`config.mk`:
```
export PLATFORM = sky130hd
export DESIGN_NAME = nps3d_back
export DESIGN_NICKNAME = d
export VERILOG_FILES = /design/src/rtl/nps3d_pkg.sv /design/src/rtl/nps3d_back.sv
export SDC_FILE = /design/constraint.sdc
export NUM_CORES = 1
export LEC_CHECK = 0
export ABC_AREA = 1
export BUFFER_PORTS_ARGS = -buffer_cell sky130_fd_sc_hd__buf_2
export CORE_ASPECT_RATIO = 0.7
export CORE_MARGIN = 5
export CORE_UTILIZATION = 45
export DETAILED_ROUTE_END_ITERATION = 10
export PLACE_DENSITY = 0.69
export SLEW_MARGIN = 20
export SYNTH_ARGS = -nofsm -noshare
export SYNTH_HDL_FRONTEND = slang
export SYNTH_SLANG_ARGS = --single-unit
```
`constraint.sdc`:
```
create_clock -name clk -period 7.6 [get_ports clk]
set_input_delay 0.76 -clock clk [delete_from_list [all_inputs] [get_ports clk]]
set_output_delay 0.76 -clock clk [all_outputs]
set_load 0.02 [all_outputs]
```
`src/rtl/nps3d_pkg.sv`:
```
// ----------------------------------------------------------------------------
// nps3d_pkg
// shared widths, constants and types of the nearest point search block
// ----------------------------------------------------------------------------
package nps3d_pkg;

    localparam int COORD_BITS = 24;
    localparam int DIFF_BITS  = COORD_BITS + 1;
    localparam int DIST_BITS  = 50;
    localparam int INDEX_BITS = 17;
    localparam int MAX_NODES  = 65536;

    // queue between the distance front and the search back
    localparam int QUEUE_DEPTH = 8;
    localparam int QUEUE_AW    = $clog2(QUEUE_DEPTH);
    localparam int QUEUE_CW    = $clog2(QUEUE_DEPTH + 1);

    localparam logic [DIST_BITS-1:0] DIST_MAX = {DIST_BITS{1'b1}};

    typedef logic signed [COORD_BITS-1:0] coord_t;
    typedef logic signed [DIFF_BITS-1:0]  diff_t;
    typedef logic [DIST_BITS-1:0]         dist_t;
    typedef logic signed [DIST_BITS-1:0]  sdist_t;
    typedef logic [INDEX_BITS-1:0]        index_t;
    typedef logic [QUEUE_CW-1:0]          qcount_t;

    typedef struct packed {
        dist_t  dist_sq;
        coord_t node_x;
        coord_t node_y;
        coord_t node_z;
        logic   last_node;
    } node_beat_t;

    // queue read side as seen by the back
    typedef struct packed {
        logic       valid;
        node_beat_t beat;
    } queue_head_t;

endpackage

```
`src/rtl/nps3d_back.sv`:
```
// ----------------------------------------------------------------------------
// nps3d_back
// running best-distance search over queued beats and the result register
// ----------------------------------------------------------------------------
module nps3d_back (
    input  logic                   clk,
    input  logic                   rst_n,
    input  logic                   cfg_we,
    input  nps3d_pkg::dist_t       cfg_wdata,
    input  nps3d_pkg::queue_head_t head,
    output logic                   pop,
    output logic                   out_valid,
    input  logic                   out_stall,
    output logic                   found,
    output nps3d_pkg::index_t      nearest_index,
    output nps3d_pkg::coord_t      nearest_x,
    output nps3d_pkg::coord_t      nearest_y,
    output nps3d_pkg::coord_t      nearest_z
);

    nps3d_pkg::dist_t   limit_reg;
    nps3d_pkg::index_t  count_reg, count_next;
    nps3d_pkg::dist_t   best_dist_reg, best_dist_next;
    nps3d_pkg::index_t  best_pos_reg, best_pos_next;
    nps3d_pkg::coord_t  best_x_reg, best_y_reg, best_z_reg;
    nps3d_pkg::coord_t  best_x_next, best_y_next, best_z_next;

    logic               out_valid_reg, out_valid_next;
    logic               found_reg;
    nps3d_pkg::index_t  index_reg;
    nps3d_pkg::coord_t  out_x_reg, out_y_reg, out_z_reg;

    logic               start;
    logic               counting;
    logic               better;
    logic               out_free;
    nps3d_pkg::index_t  count_inc;

    assign out_free = !out_valid_reg || !out_stall;
    // a last beat needs the result register; other beats always drain
    assign pop      = head.valid && (!head.beat.last_node || out_free);

    assign start     = count_reg == '0;
    assign counting  = count_reg < nps3d_pkg::index_t'(nps3d_pkg::MAX_NODES);
    assign count_inc = count_reg + nps3d_pkg::index_t'(1);

    always_comb
    begin
        // first beat of a search starts from the limit and an empty best
        best_dist_next = start ? limit_reg : best_dist_reg;
        best_pos_next  = start ? '0 : best_pos_reg;
        best_x_next    = start ? '0 : best_x_reg;
        best_y_next    = start ? '0 : best_y_reg;
        best_z_next    = start ? '0 : best_z_reg;
        count_next     = count_reg;
        better         = 1'b0;

        if (counting)
        begin
            count_next = count_inc;
            // strict compare keeps the earlier node on a tie
            better     = head.beat.dist_sq < best_dist_next;
        end

        if (better)
        begin
            best_dist_next = head.beat.dist_sq;
            best_pos_next  = count_inc;
            best_x_next    = head.beat.node_x;
            best_y_next    = head.beat.node_y;
            best_z_next    = head.beat.node_z;
        end

        if (head.beat.last_node)
            count_next = '0;

        out_valid_next = out_valid_reg && out_stall;
        if (pop && head.beat.last_node)
            out_valid_next = 1'b1;
    end

    always_ff @(posedge clk or negedge rst_n)
    begin
        if (!rst_n)
        begin
            limit_reg     <= nps3d_pkg::DIST_MAX;
            count_reg     <= '0;
            out_valid_reg <= 1'b0;
        end
        else
        begin
            if (cfg_we)
                limit_reg <= cfg_wdata;
            if (pop)
                count_reg <= count_next;
            out_valid_reg <= out_valid_next;
        end
    end

    always_ff @(posedge clk)
    begin
        if (pop)
        begin
            best_dist_reg <= best_dist_next;
            best_pos_reg  <= best_pos_next;
            best_x_reg    <= best_x_next;
            best_y_reg    <= best_y_next;
            best_z_reg    <= best_z_next;
            if (head.beat.last_node)
            begin
                found_reg <= best_pos_next != '0;
                index_reg <= best_pos_next;
                out_x_reg <= best_x_next;
                out_y_reg <= best_y_next;
                out_z_reg <= best_z_next;
            end
        end
    end

    assign out_valid     = out_valid_reg;
    assign found         = found_reg;
    assign nearest_index = index_reg;
    assign nearest_x     = out_x_reg;
    assign nearest_y     = out_y_reg;
    assign nearest_z     = out_z_reg;

`ifndef SYNTH
    a_found_matches_index: assert property (@(posedge clk) disable iff (!rst_n)
        out_valid_reg |-> (found_reg == (index_reg != '0)))
        else $error("found flag disagrees with nearest index");
    a_empty_result_zero: assert property (@(posedge clk) disable iff (!rst_n)
        (out_valid_reg && !found_reg) |->
            (out_x_reg == '0 && out_y_reg == '0 && out_z_reg == '0))
        else $error("result without a node carries coordinates");
    a_result_held: assert property (@(posedge clk) disable iff (!rst_n)
        (out_valid_reg && out_stall) |=> (out_valid_reg && $stable(index_reg)))
        else $error("stalled result beat changed");
`endif

endmodule

```
==> impl_metrics.env <==
export IMPL_status="finished clean"
export IMPL_fillCellCount=2689
export IMPL_cp_max_fo=135
export IMPL_yosys_top_cells_area="edfxtp_1, nand2_1, dfstp_2, o21ai_0, ha_1"
export IMPL_dp_slack_ns=1.604
export IMPL_grt_max_degree=136
export IMPL_first_iter_violations=603
export IMPL_synth_seq_area_share_pct=63.25
export IMPL_htree_num_levels=1
export IMPL_p_per_area_nw_per_um2=341.5
export IMPL_post_cts_buffers=0
export IMPL_core_um2=29970
export IMPL_fin_nets=1817
export IMPL_postRouteAntennaNets=0
export IMPL_total_leakage_power_uw=0.007313
export IMPL_first_pass_iters=5
export IMPL_die_w_um=218.3
export IMPL_arrival_ns=6.33
export IMPL_synth_largest_area_cell="edfxtp_1"
export IMPL_cts_resized=0
export IMPL_fmax_mhz=169.1
export IMPL_cts_buffer_depth=3
export IMPL_startpoint_type="flip-flop"
export IMPL_worst_pin_slew_ns=1.096
export IMPL_rrSetupSlack_ns=1.69
export IMPL_synth_warnings=0
export IMPL_fp_dieH_um=155.8
export IMPL_finClkSkew_ns=0.01011
export IMPL_vias=10100
export IMPL_endpoint_kind="flip-flop"
export IMPL_peakVddDrop_mv=0.1786
export IMPL_drive_gt1_share_pct=25.00
export IMPL_synth_cell_type_count=37
export IMPL_slew_violations=0
export IMPL_synth_area_per_cell_um2=10.19
export IMPL_ios=270
export IMPL_vias_per_cell=4.992
export IMPL_wl_um=33440
export IMPL_layout_common_cells="nand2_1, buf_2, edfxtp_1, o21ai_0, inv_1"
export IMPL_gr_total_overflow=0
export IMPL_gp_routability_congestion=0.8477
export IMPL_required_ns=8.02
export IMPL_ctsHoldBuffers=0
export IMPL_critical_path_class="flip-flop to flip-flop"
export IMPL_min_period_ns=5.913
export IMPL_stdcell_count=2024
export IMPL_antennaDiodeCount=0
export IMPL_layout_setup_ws_ns=1.687
export IMPL_cts_buffers=30
export IMPL_clock_latency_ns=0.56
export IMPL_finalHoldViolCount=0
export IMPL_synth_edff_count=229
export IMPL_port_buffers=269
export IMPL_grt_antenna_before_repair=2
export IMPL_synth_seq_cells=297
export IMPL_grt_pass1_wl_um=52440
export IMPL_hpwl_um=22480
export IMPL_syn_to_final_growth_pct=20.43
export IMPL_async_reset_ff_share_pct=22.90
export IMPL_yosysTopAreaCellShare_pct=50.33
export IMPL_synthFlopType="edfxtp_1"
export IMPL_post_place_cells=1968
export IMPL_syn_area_um2=13660
export IMPL_holdCritPathClass="primary input to flip-flop"
export IMPL_fin_crit_sh_pct=77.81
export IMPL_setup_viol_count_final=0
export IMPL_path_clk_slew_ns=0.07
export IMPL_dieArea_um2=34000
export IMPL_drv_cap=0
export IMPL_slew_headroom_pct=26.67
export IMPL_final_core_util_pct=54.89
export IMPL_synth_cells=1341
export IMPL_final_common_cell="nand2_1"
export IMPL_grt_setup_unrepaired="false"
export IMPL_cts_sinks=297
export IMPL_routedWlPerCell_um=16.52
export IMPL_cts_tree="built"
export IMPL_grt_pass1_vias=10140
export IMPL_synth_nets=1570
export IMPL_fp_row_count=53
export IMPL_drc=0
export IMPL_gr_usage_all_layers_pct=18.94
export IMPL_start_util_pct=45.58
export IMPL_root_buffer="clkbuf_16"
export IMPL_setup_tns_ns=0
-- Yosys cell counts (3+ instances only) --
master / count
edfxtp_1: 229
nand3b_1: 8
nor2_1: 42
o211ai_1: 3
dfrtp_1: 18
xor2_1: 10
nand2_2: 3
nand3_1: 88
inv_2: 9
o21ai_1: 24
nor3_1: 7
ha_1: 51
buf_6: 3
buf_1: 3
inv_1: 136
nor2_2: 3
nor3_2: 3
buf_2: 29
o21ai_0: 143
nand4_1: 8
dfstp_2: 50
a21oi_1: 26
nand2_1: 392
clkbuf_1: 27
o22ai_1: 11
-- cell families (layout without fill, tap and decap cells) --
kind of cell,Yosys count,after routing,share of synthesized area (%)
adders and majority gates,51,51,4.671
buffers and inverters,209,480,6.200
DFF,297,297,63.25
xor gates and xnor gates,11,11,0.7052
and+or+nand+nor,563,563,17.27
AOI/OAI and AO/OA,210,210,7.904
-- power by group --
part | internal, µW | total, µW | switching [µW]
combinational | 467 | 1610 | 1140
clock | 1030 | 1660 | 623
sequential | 2270 | 2360 | 85.2
-- per-layer routing --
layer,vias up,track usage [%],routed length [µm]
li1,5015,-,-
met1,4750,26.31,14990
met2,266,31.06,15710
met3,69,3.744,1874
met4,4,4.752,843
met5,-,0,18
-- path summary, 6_finish.rpt --
path                       depth (start not counted)             to     startpoint
max in group asynchronous                          2  count_reg[12]          rst_n
min in group asynchronous                          2   count_reg[8]          rst_n
hold / removal                                     3  limit_reg[33]  cfg_wdata[33]
setup reg to reg                                  21  nearest_x[18]   count_reg[0]
hold reg to reg                                    2   limit_reg[6]   limit_reg[6]
setup / recovery                                  21  nearest_x[18]   count_reg[0]
-- critical path, stage by stage (launching register included) --
cell	delay, ns
dfrtp_1	0.39
inv_1	0.14
ha_1	0.17
inv_1	0.04
nor2_1	0.08
nand2_1	0.08
nor2_1	0.29
nand2_8	0.41
clkinv_1	0.15
buf_4	0.30
nand2_1	0.08
o21ai_0	0.15
ha_1	0.32
a211o_1	0.30
a21oi_1	0.20
nand2_1	0.08
nor2_1	0.83
nand2_4	0.12
inv_6	0.68
buf_4	0.53
nand2_1	0.12
nand2_1	0.11
-- through the flow --
stage | instance area, µm² | total power (µW) | hold WS (ns)
4_1_cts | 16440 | 5671 | 0.3830
3_5_place_dp | 15330 | 4000 | 0.4722
3_3_place_gp | 15300 | 3939 | 0.4703
2_1_floorplan | 13660 | 3567 | 0.4546
5_1_grt | 16450 | 5988 | 0.4012
6_report | 16450 | 5618 | 0.4062
-- layout make-up --
class	count	area, µm²	share of cell area (%)
Sequential cell	297	8641	52.52
Clock inverter	17	284.0	1.726
Inverter	146	559.3	3.399
Multi-Input combinational cell	835	4194	25.49
Clock buffer	39	825.8	5.019
Timing Repair Buffer	278	1434	8.715
Tap cell	412	515.5	3.133
(Power assumes the default switching activity.)
