File: src/rtl/nps3d_pkg.sv
// ----------------------------------------------------------------------------
// nps3d_pkg
// shared widths, constants and types of the nearest point search block
// ----------------------------------------------------------------------------
package nps3d_pkg;

    localparam int COORD_BITS = 24;
    localparam int DIFF_BITS  = COORD_BITS + 1;
    localparam int DIST_BITS  = 50;
    localparam int INDEX_BITS = 17;
    localparam int MAX_NODES  = 65536;

    // queue between the distance front and the search back
    localparam int QUEUE_DEPTH = 8;
    localparam int QUEUE_AW    = $clog2(QUEUE_DEPTH);
    localparam int QUEUE_CW    = $clog2(QUEUE_DEPTH + 1);

    localparam logic [DIST_BITS-1:0] DIST_MAX = {DIST_BITS{1'b1}};

    typedef logic signed [COORD_BITS-1:0] coord_t;
    typedef logic signed [DIFF_BITS-1:0]  diff_t;
    typedef logic [DIST_BITS-1:0]         dist_t;
    typedef logic signed [DIST_BITS-1:0]  sdist_t;
    typedef logic [INDEX_BITS-1:0]        index_t;
    typedef logic [QUEUE_CW-1:0]          qcount_t;

    typedef struct packed {
        dist_t  dist_sq;
        coord_t node_x;
        coord_t node_y;
        coord_t node_z;
        logic   last_node;
    } node_beat_t;

    // queue read side as seen by the back
    typedef struct packed {
        logic       valid;
        node_beat_t beat;
    } queue_head_t;

endpackage

File: src/rtl/nps3d_queue.sv
// ----------------------------------------------------------------------------
// nps3d_queue
// short register queue between the distance front and the search back
// ----------------------------------------------------------------------------
module nps3d_queue (
    input  logic                   clk,
    input  logic                   rst_n,
    input  logic                   push,
    input  nps3d_pkg::node_beat_t  push_beat,
    input  logic                   pop,
    output nps3d_pkg::queue_head_t head,
    output nps3d_pkg::qcount_t     count
);

    nps3d_pkg::node_beat_t              mem [nps3d_pkg::QUEUE_DEPTH];
    logic [nps3d_pkg::QUEUE_AW-1:0]     wr_ptr_reg, rd_ptr_reg;
    nps3d_pkg::qcount_t                 count_reg, count_next;

    always_comb
    begin
        count_next = count_reg;
        case ({push, pop})
            2'b10:   count_next = count_reg + nps3d_pkg::qcount_t'(1);
            2'b01:   count_next = count_reg - nps3d_pkg::qcount_t'(1);
            default: count_next = count_reg;
        endcase
    end

    always_ff @(posedge clk or negedge rst_n)
    begin
        if (!rst_n)
        begin
            wr_ptr_reg <= '0;
            rd_ptr_reg <= '0;
            count_reg  <= '0;
        end
        else
        begin
            if (push)
                wr_ptr_reg <= wr_ptr_reg + 1'b1;
            if (pop)
                rd_ptr_reg <= rd_ptr_reg + 1'b1;
            count_reg <= count_next;
        end
    end

    always_ff @(posedge clk)
    begin
        if (push)
            mem[wr_ptr_reg] <= push_beat;
    end

    assign head.valid = count_reg != '0;
    assign head.beat  = mem[rd_ptr_reg];
    assign count      = count_reg;

`ifndef SYNTH
    a_no_overflow: assert property (@(posedge clk) disable iff (!rst_n)
        push |-> (count_reg < nps3d_pkg::qcount_t'(nps3d_pkg::QUEUE_DEPTH)))
        else $error("queue written while full");
    a_no_underflow: assert property (@(posedge clk) disable iff (!rst_n)
        pop |-> head.valid)
        else $error("queue read while empty");
`endif

endmodule

File: config.mk
export PLATFORM = sky130hd
export DESIGN_NAME = nps3d_queue
export DESIGN_NICKNAME = d
export VERILOG_FILES = /design/src/rtl/nps3d_pkg.sv /design/src/rtl/nps3d_queue.sv
export SDC_FILE = /design/constraint.sdc
export NUM_CORES = 1
export LEC_CHECK = 0
export BUFFER_PORTS_ARGS = -buffer_cell sky130_fd_sc_hd__buf_2
export CORE_MARGIN = 10
export CORE_UTILIZATION = 35
export DETAILED_ROUTE_END_ITERATION = 10
export SLEW_MARGIN = 10
export SYNTH_ARGS = -nofsm -noshare
export SYNTH_HDL_FRONTEND = slang
export SYNTH_SLANG_ARGS = --single-unit
File: constraint.sdc
create_clock -name clk -period 23.7 [get_ports clk]
set_clock_uncertainty 0.15 [all_clocks]
set_input_delay 4.74 -clock clk [delete_from_list [all_inputs] [get_ports clk]]
set_output_delay 4.74 -clock clk [all_outputs]
set_load 0.03 [all_outputs]
==> run metrics, run 1 <==
status=finished, final reports clean; global-route wire length before repair=118000 µm; Root Driver=clkbuf_16; pwr dens=131 nW/µm²; drt pass-1 iters=6; Slew HR=29.9%; cell area after synthesis=37800 µm²; CTS tree=done; fraction of layout cells with a size suffix above 1=41.1%; total power=5740 µW; post-synthesis average cell area=25.5 µm²; Worst Max-Slew Pin Slew=1.05 ns; violation count after the first detailed-routing iteration=1124; HPWL after DPL=43600 µm; Rows=120; commonest non-fill, non-tap cell in the layout=edfxtp_1; # IOs=255; Final ANT Viol Nets=0; clock slew at reported path FFs=0.06 ns; Remaining Overflow, GRT=0; port bufs=254; Worst Path Max Fanout=49; CP startpoint kind=register; hold buffer count at cts=0; Post-Syn Instances=1480; post-CTS resize count=0; crit path DAT=5.20 ns; CP Cell Sequence=buf_4 -> buf_4 -> buf_4 -> mux4_1 -> mux2_2 -> buf_2; Core Util, Final=41.0%; vias per cell=5.00; CTS max path bufs=3; setup bufs post-CTS=0; clk sinks=994; Achievable Freq=0.0991 GHz; Period minus WS final=10.09 ns; Distinct cells, synth=31; commonest non-fill, non-tap cells in the layout=edfxtp_1 (984), buf_2 (254), mux4_2 (210); Max Slew Vio Count=0; largest net degree at the start of global routing=111; Final #Nets=1928; Worst path max stage delay=0.98 ns; sequential-to-total area share from yosys stat=78.9%; total core area=107000 µm²; final WL=79400 µm; Critical Path RT=18.81 ns; H-tree levels=3; Max VDD drop=107 µV; chip width=348 µm; Clock Latency Late Sink=0.67 ns; vias in the first global route=17800; slowest CP cell=dfrtp_4; unrepaired setup endpoints after global routing=false; most used cell, CP=buf_4; die area=121000 µm²; initial core utilization=35.3%; final period utilization=42.6%; antenna violations before repair=13; Mapped Nets=1612; Via Count=16400; Crit. End Element=output port; Tightest Hold Check Type=register to register; Residual DRC=0; Max Cap Viol=0; critical path type=register to output port; Placer Congestion=0.676; setup TNS=0 ns; Avg WL per Cell=24.2 µm; final setup vio count=0; CTS Buf Count=101; synthesized flop and latch total=994; endpoints failing hold=0; DIE HEIGHT=348 µm; Largest register FFs=984; Area Growth Syn to Fin=16.2%; Total Routing Usage GR=13.0%; Pleak=0.0142 µW; Ys Warns=0
==> per-stage QoR <==
step,std cells,hold WS [ns],instance area [µm²],worst slack [ns]
finish,3285,0.416,43900,13.61
global route,3284,0.456,43900,13.06
CTS,3283,0.414,43900,13.35
detailed placement,3096,0.401,40600,14.11
global placement,3096,0.386,40600,14.17
floorplan,1480,0.367,37800,9.66
==> critical path, delay by kind of cell (launching register included) <==
family                 cells  cell delay [ns]
DFF                        1             0.98
buffers and inverters      4             2.44
muxes                      2             0.92
==> layer usage <==
metal	vias up	wire (µm)	GRT usage [%]
met1	8812	33100	16.6
li1	7071	-	-
met3	123	4370	3.00
met5	-	110	0
met4	16	1550	3.71
met2	398	40400	22.0
==> cells by family (layout without fill, tap and decap cells) <==
logic type               after synthesis  count (layout)  synth area share [%]
adder cells (fa/ha/maj)                5               5                 0.166
AO/OA/AOI/OAI                          6               6                 0.123
flip-flops                           994             994                  78.9
AND/OR/NAND/NOR                       22              22                 0.312
other                                  0               2                     0
buffers and inverters                 73             473                  1.49
multiplexers                         373             373                  18.8
XOR/XNOR                               7               7                 0.162
==> cell usage after synthesis <==
| library cell | n | area (µm²) |
|---|---|---|
| nor3_1 | 2 | 10.0 |
| or4_1 | 2 | 15.0 |
| xor2_1 | 3 | 26.3 |
| buf_8 | 16 | 240 |
| o21a_1 | 1 | 7.51 |
| buf_6 | 9 | 101 |
| mux2_2 | 126 | 1420 |
| buf_12 | 2 | 40.0 |
| a2111oi_0 | 1 | 8.76 |
| nand3b_1 | 1 | 7.51 |
| mux4_2 | 210 | 4730 |
| mux2i_1 | 1 | 10.0 |
| nor2_1 | 7 | 26.3 |
| o221ai_1 | 1 | 8.76 |
| nor2b_1 | 1 | 6.26 |
| or3b_2 | 1 | 8.76 |
| buf_1 | 9 | 33.8 |
| nand2_1 | 4 | 15.0 |
| xnor2_1 | 4 | 35.0 |
| buf_2 | 7 | 35.0 |
| inv_1 | 3 | 11.3 |
| ha_1 | 5 | 62.6 |
| a21o_1 | 1 | 7.51 |
| o41ai_1 | 1 | 8.76 |
| nand2b_1 | 3 | 18.8 |
| clkbuf_1 | 27 | 101 |
| or4b_2 | 1 | 10.0 |
| edfxtp_1 | 984 | 29500 |
| mux4_1 | 36 | 946 |
| dfrtp_1 | 10 | 250 |
| a21oi_1 | 1 | 5.00 |
==> final timing paths <==
check	start	to	slack (ns)	cells after the start
max	rd_ptr_reg[0]	head[74]	13.61	6
min	wr_ptr_reg[1]	wr_ptr_reg[1]	0.42	1
max reg2reg	wr_ptr_reg[1]	mem[4][81]	20.67	4
min reg2reg	wr_ptr_reg[1]	wr_ptr_reg[1]	0.42	1
max in group asynchronous	rst_n	rd_ptr_reg[0]	19.42	1
min in group asynchronous	rst_n	rd_ptr_reg[2]	3.76	1
==> final cells by class <==
class	instances	area [µm²]
diodes	2	5.00
clock buffers	123	2670
clock inverters	64	656
fillers	9215	63200
inverters	3	11.3
multi-input cells	413	7450
flip-flops and latches	994	29800
well taps	1403	1760
repair buffers	283	1530
==> power by group <==
part           leakage (µW)  switching, µW  internal [µW]
clock network       0.00162            643            942
logic               0.00349           1090            741
registers           0.00905            116           2210
total                0.0142           1850           3890
(Power assumes the default switching activity.)
==> inputs of run 2 (changes only) <==
==> constraint.sdc (replaced) <==
create_clock -name clk -period 10.4 [get_ports clk]
set_clock_uncertainty 0.15 [all_clocks]
set_input_delay 2.08 -clock clk [delete_from_list [all_inputs] [get_ports clk]]
set_output_delay 2.08 -clock clk [all_outputs]
set_load 0.03 [all_outputs]
==> run metrics, run 2 (synthesis results as in run 1) <==
end point of the worst hold path=wr_ptr_reg[1] (unchanged); final WL=79400 µm (about the same); Via Count=16500 (was 16400); Residual DRC=0 (unchanged); commonest non-fill, non-tap cells in the layout=edfxtp_1 (984), buf_2 (254), mux4_2 (210) (unchanged); CTS max path bufs=3 (unchanged); FF-to-FF path depth=4 (unchanged); Rows=120 (unchanged); CTS Buf Count=103 (was 101); HPWL after DPL=43400 µm (was 43600 µm); endpoints failing hold=0 (unchanged); Tightest Hold Check Type=register to register (unchanged); Area Growth Syn to Fin=16.2% (about the same); vias in the first global route=17900 (was 17800); Period minus WS final=6.21 ns; status=finished, final reports clean (unchanged); CP startpoint kind=register (unchanged); total core area=107000 µm² (unchanged); violation count after the first detailed-routing iteration=993 (was 1124); crit path DAT=3.98 ns (was 5.20 ns); r2r setup slk=7.15 ns (was 20.67 ns); # IOs=255 (unchanged); Crit. End Element=output port (unchanged); initial core utilization=35.3% (unchanged); critical path type=register to output port (unchanged); Max Cap Viol=0 (unchanged); fraction of layout cells with a size suffix above 1=41.2% (was 41.1%); final setup vio count=0 (unchanged); Root Driver=clkbuf_16 (unchanged); Pleak=0.0142 µW (about the same); Largest register FFs=984 (unchanged); Avg WL per Cell=24.1 µm (was 24.2 µm); Clock Latency Late Sink=0.66 ns (was 0.67 ns); port bufs=254 (unchanged); hold buffer count at cts=0 (unchanged); clk sinks=994 (unchanged); area of the multi-input gates=7460 µm² (was 7450 µm²); H-tree levels=3 (unchanged); Achievable Freq=0.161 GHz; setup TNS=0 ns (unchanged); antenna violations before repair=21 (was 13); Final ANT Viol Nets=0 (unchanged); Critical Path RT=8.17 ns (was 18.81 ns); setup bufs post-CTS=0 (unchanged); Core Util, Final=41.0% (about the same); Placer Congestion=0.678 (was 0.676); chip width=348 µm (unchanged); Worst Max-Slew Pin Slew=1.03 ns (was 1.05 ns); vias per cell=4.99 (was 5.00); CTS tree=done (unchanged); die area=121000 µm² (unchanged); Min Hold Slack=0.413 ns (was 0.416 ns); register area=29800 µm² (unchanged); worst r2r src=wr_ptr_reg[1] (unchanged); Max VDD drop=220 µV (was 107 µV); pwr dens=296 nW/µm² (was 131 nW/µm²); total power=13000 µW (was 5740 µW); unrepaired setup endpoints after global routing=false (unchanged); fill count=9232 (was 9215); commonest non-fill, non-tap cell in the layout=edfxtp_1 (unchanged); drt pass-1 iters=6 (unchanged); Slew HR=31.0% (was 29.9%); final period utilization=59.7%; Worst Path Max Fanout=108 (was 49); Worst Hold Launch=wr_ptr_reg[1] (unchanged); Final #Nets=1933 (was 1928); Max Slew Vio Count=0 (unchanged); global-route wire length before repair=119000 µm (was 118000 µm); hold path cells=1 (unchanged); Total Routing Usage GR=13.0% (about the same); DIE HEIGHT=348 µm (unchanged); clock slew at reported path FFs=0.06 ns (about the same); post-CTS resize count=0 (unchanged); largest net degree at the start of global routing=133 (was 111); Remaining Overflow, GRT=0 (unchanged); r2r endpoint=mem[0][75] (was mem[4][81])
run 2: cell count changes in the layout (fill, tap and decap cells not counted), sizes merged:
cell / change
clkbuf: +9
bufinv: -6
diode: +5
buf: +3
clkinv: +2
inv: -1
run 2: critical path, cell delays in order, from the launching register on:
cell     delay (ns)
dfrtp_4        0.89
buf_4          0.41
buf_12         0.58
mux4_1         0.65
mux2_2         0.27
buf_2          0.18
run 2: how the worst max path moves through the flow:
stage | endpoint | cells after the start | startpoint | slack, ns
2_1_floorplan | mem[1][0] | 2 | push | 2.32
3_3_place_gp | head[57] | 5 | rd_ptr_reg[0] | 4.87
3_5_place_dp | head[80] | 5 | rd_ptr_reg[0] | 4.84
4_1_cts | head[80] | 5 | rd_ptr_reg[0] | 4.07
5_1_grt | head[79] | 5 | rd_ptr_reg[0] | 3.84
6_report | head[80] | 5 | rd_ptr_reg[0] | 4.19
run 2: per-layer routing:
metal  share of wire [%]  wire length [µm]  track usage (%)
met5                0.22               175                0
met4                 2.0              1610             3.75
met3                 6.5              5190             3.77
met2                  51             40100             21.8
met1                  41             32300             16.4
run 2: layout make-up:
cell class,count,share of cell area [%]
Sequential cell,994,67.9
Multi-Input combinational cell,413,17.0
Clock buffer,132,6.22
Tap cell,1403,4.00
Timing Repair Buffer,286,3.53
Clock inverter,59,1.23
Antenna cell,7,0.0399
Inverter,3,0.0257
run 2: through the flow:
step                std cells  cell area [µm²]  worst slack (ns)
floorplan                1480            37800              2.32
global placement         3099            40600              4.87
detailed placement       3099            40600              4.84
CTS                      3290            43900              4.07
global route             3295            43900              3.84
finish                   3297            43900              4.19
run 2: power breakdown:
| group | leakage, µW | switching (µW) | internal, µW | total, µW |
|---|---|---|---|---|
| logic | 0.00352 | 2490 | 1700 | 4190 |
| registers | 0.00905 | 243 | 5030 | 5270 |
| clock network | 0.00158 | 1500 | 2040 | 3530 |
| total | 0.0142 | 4230 | 8760 | 13000 |
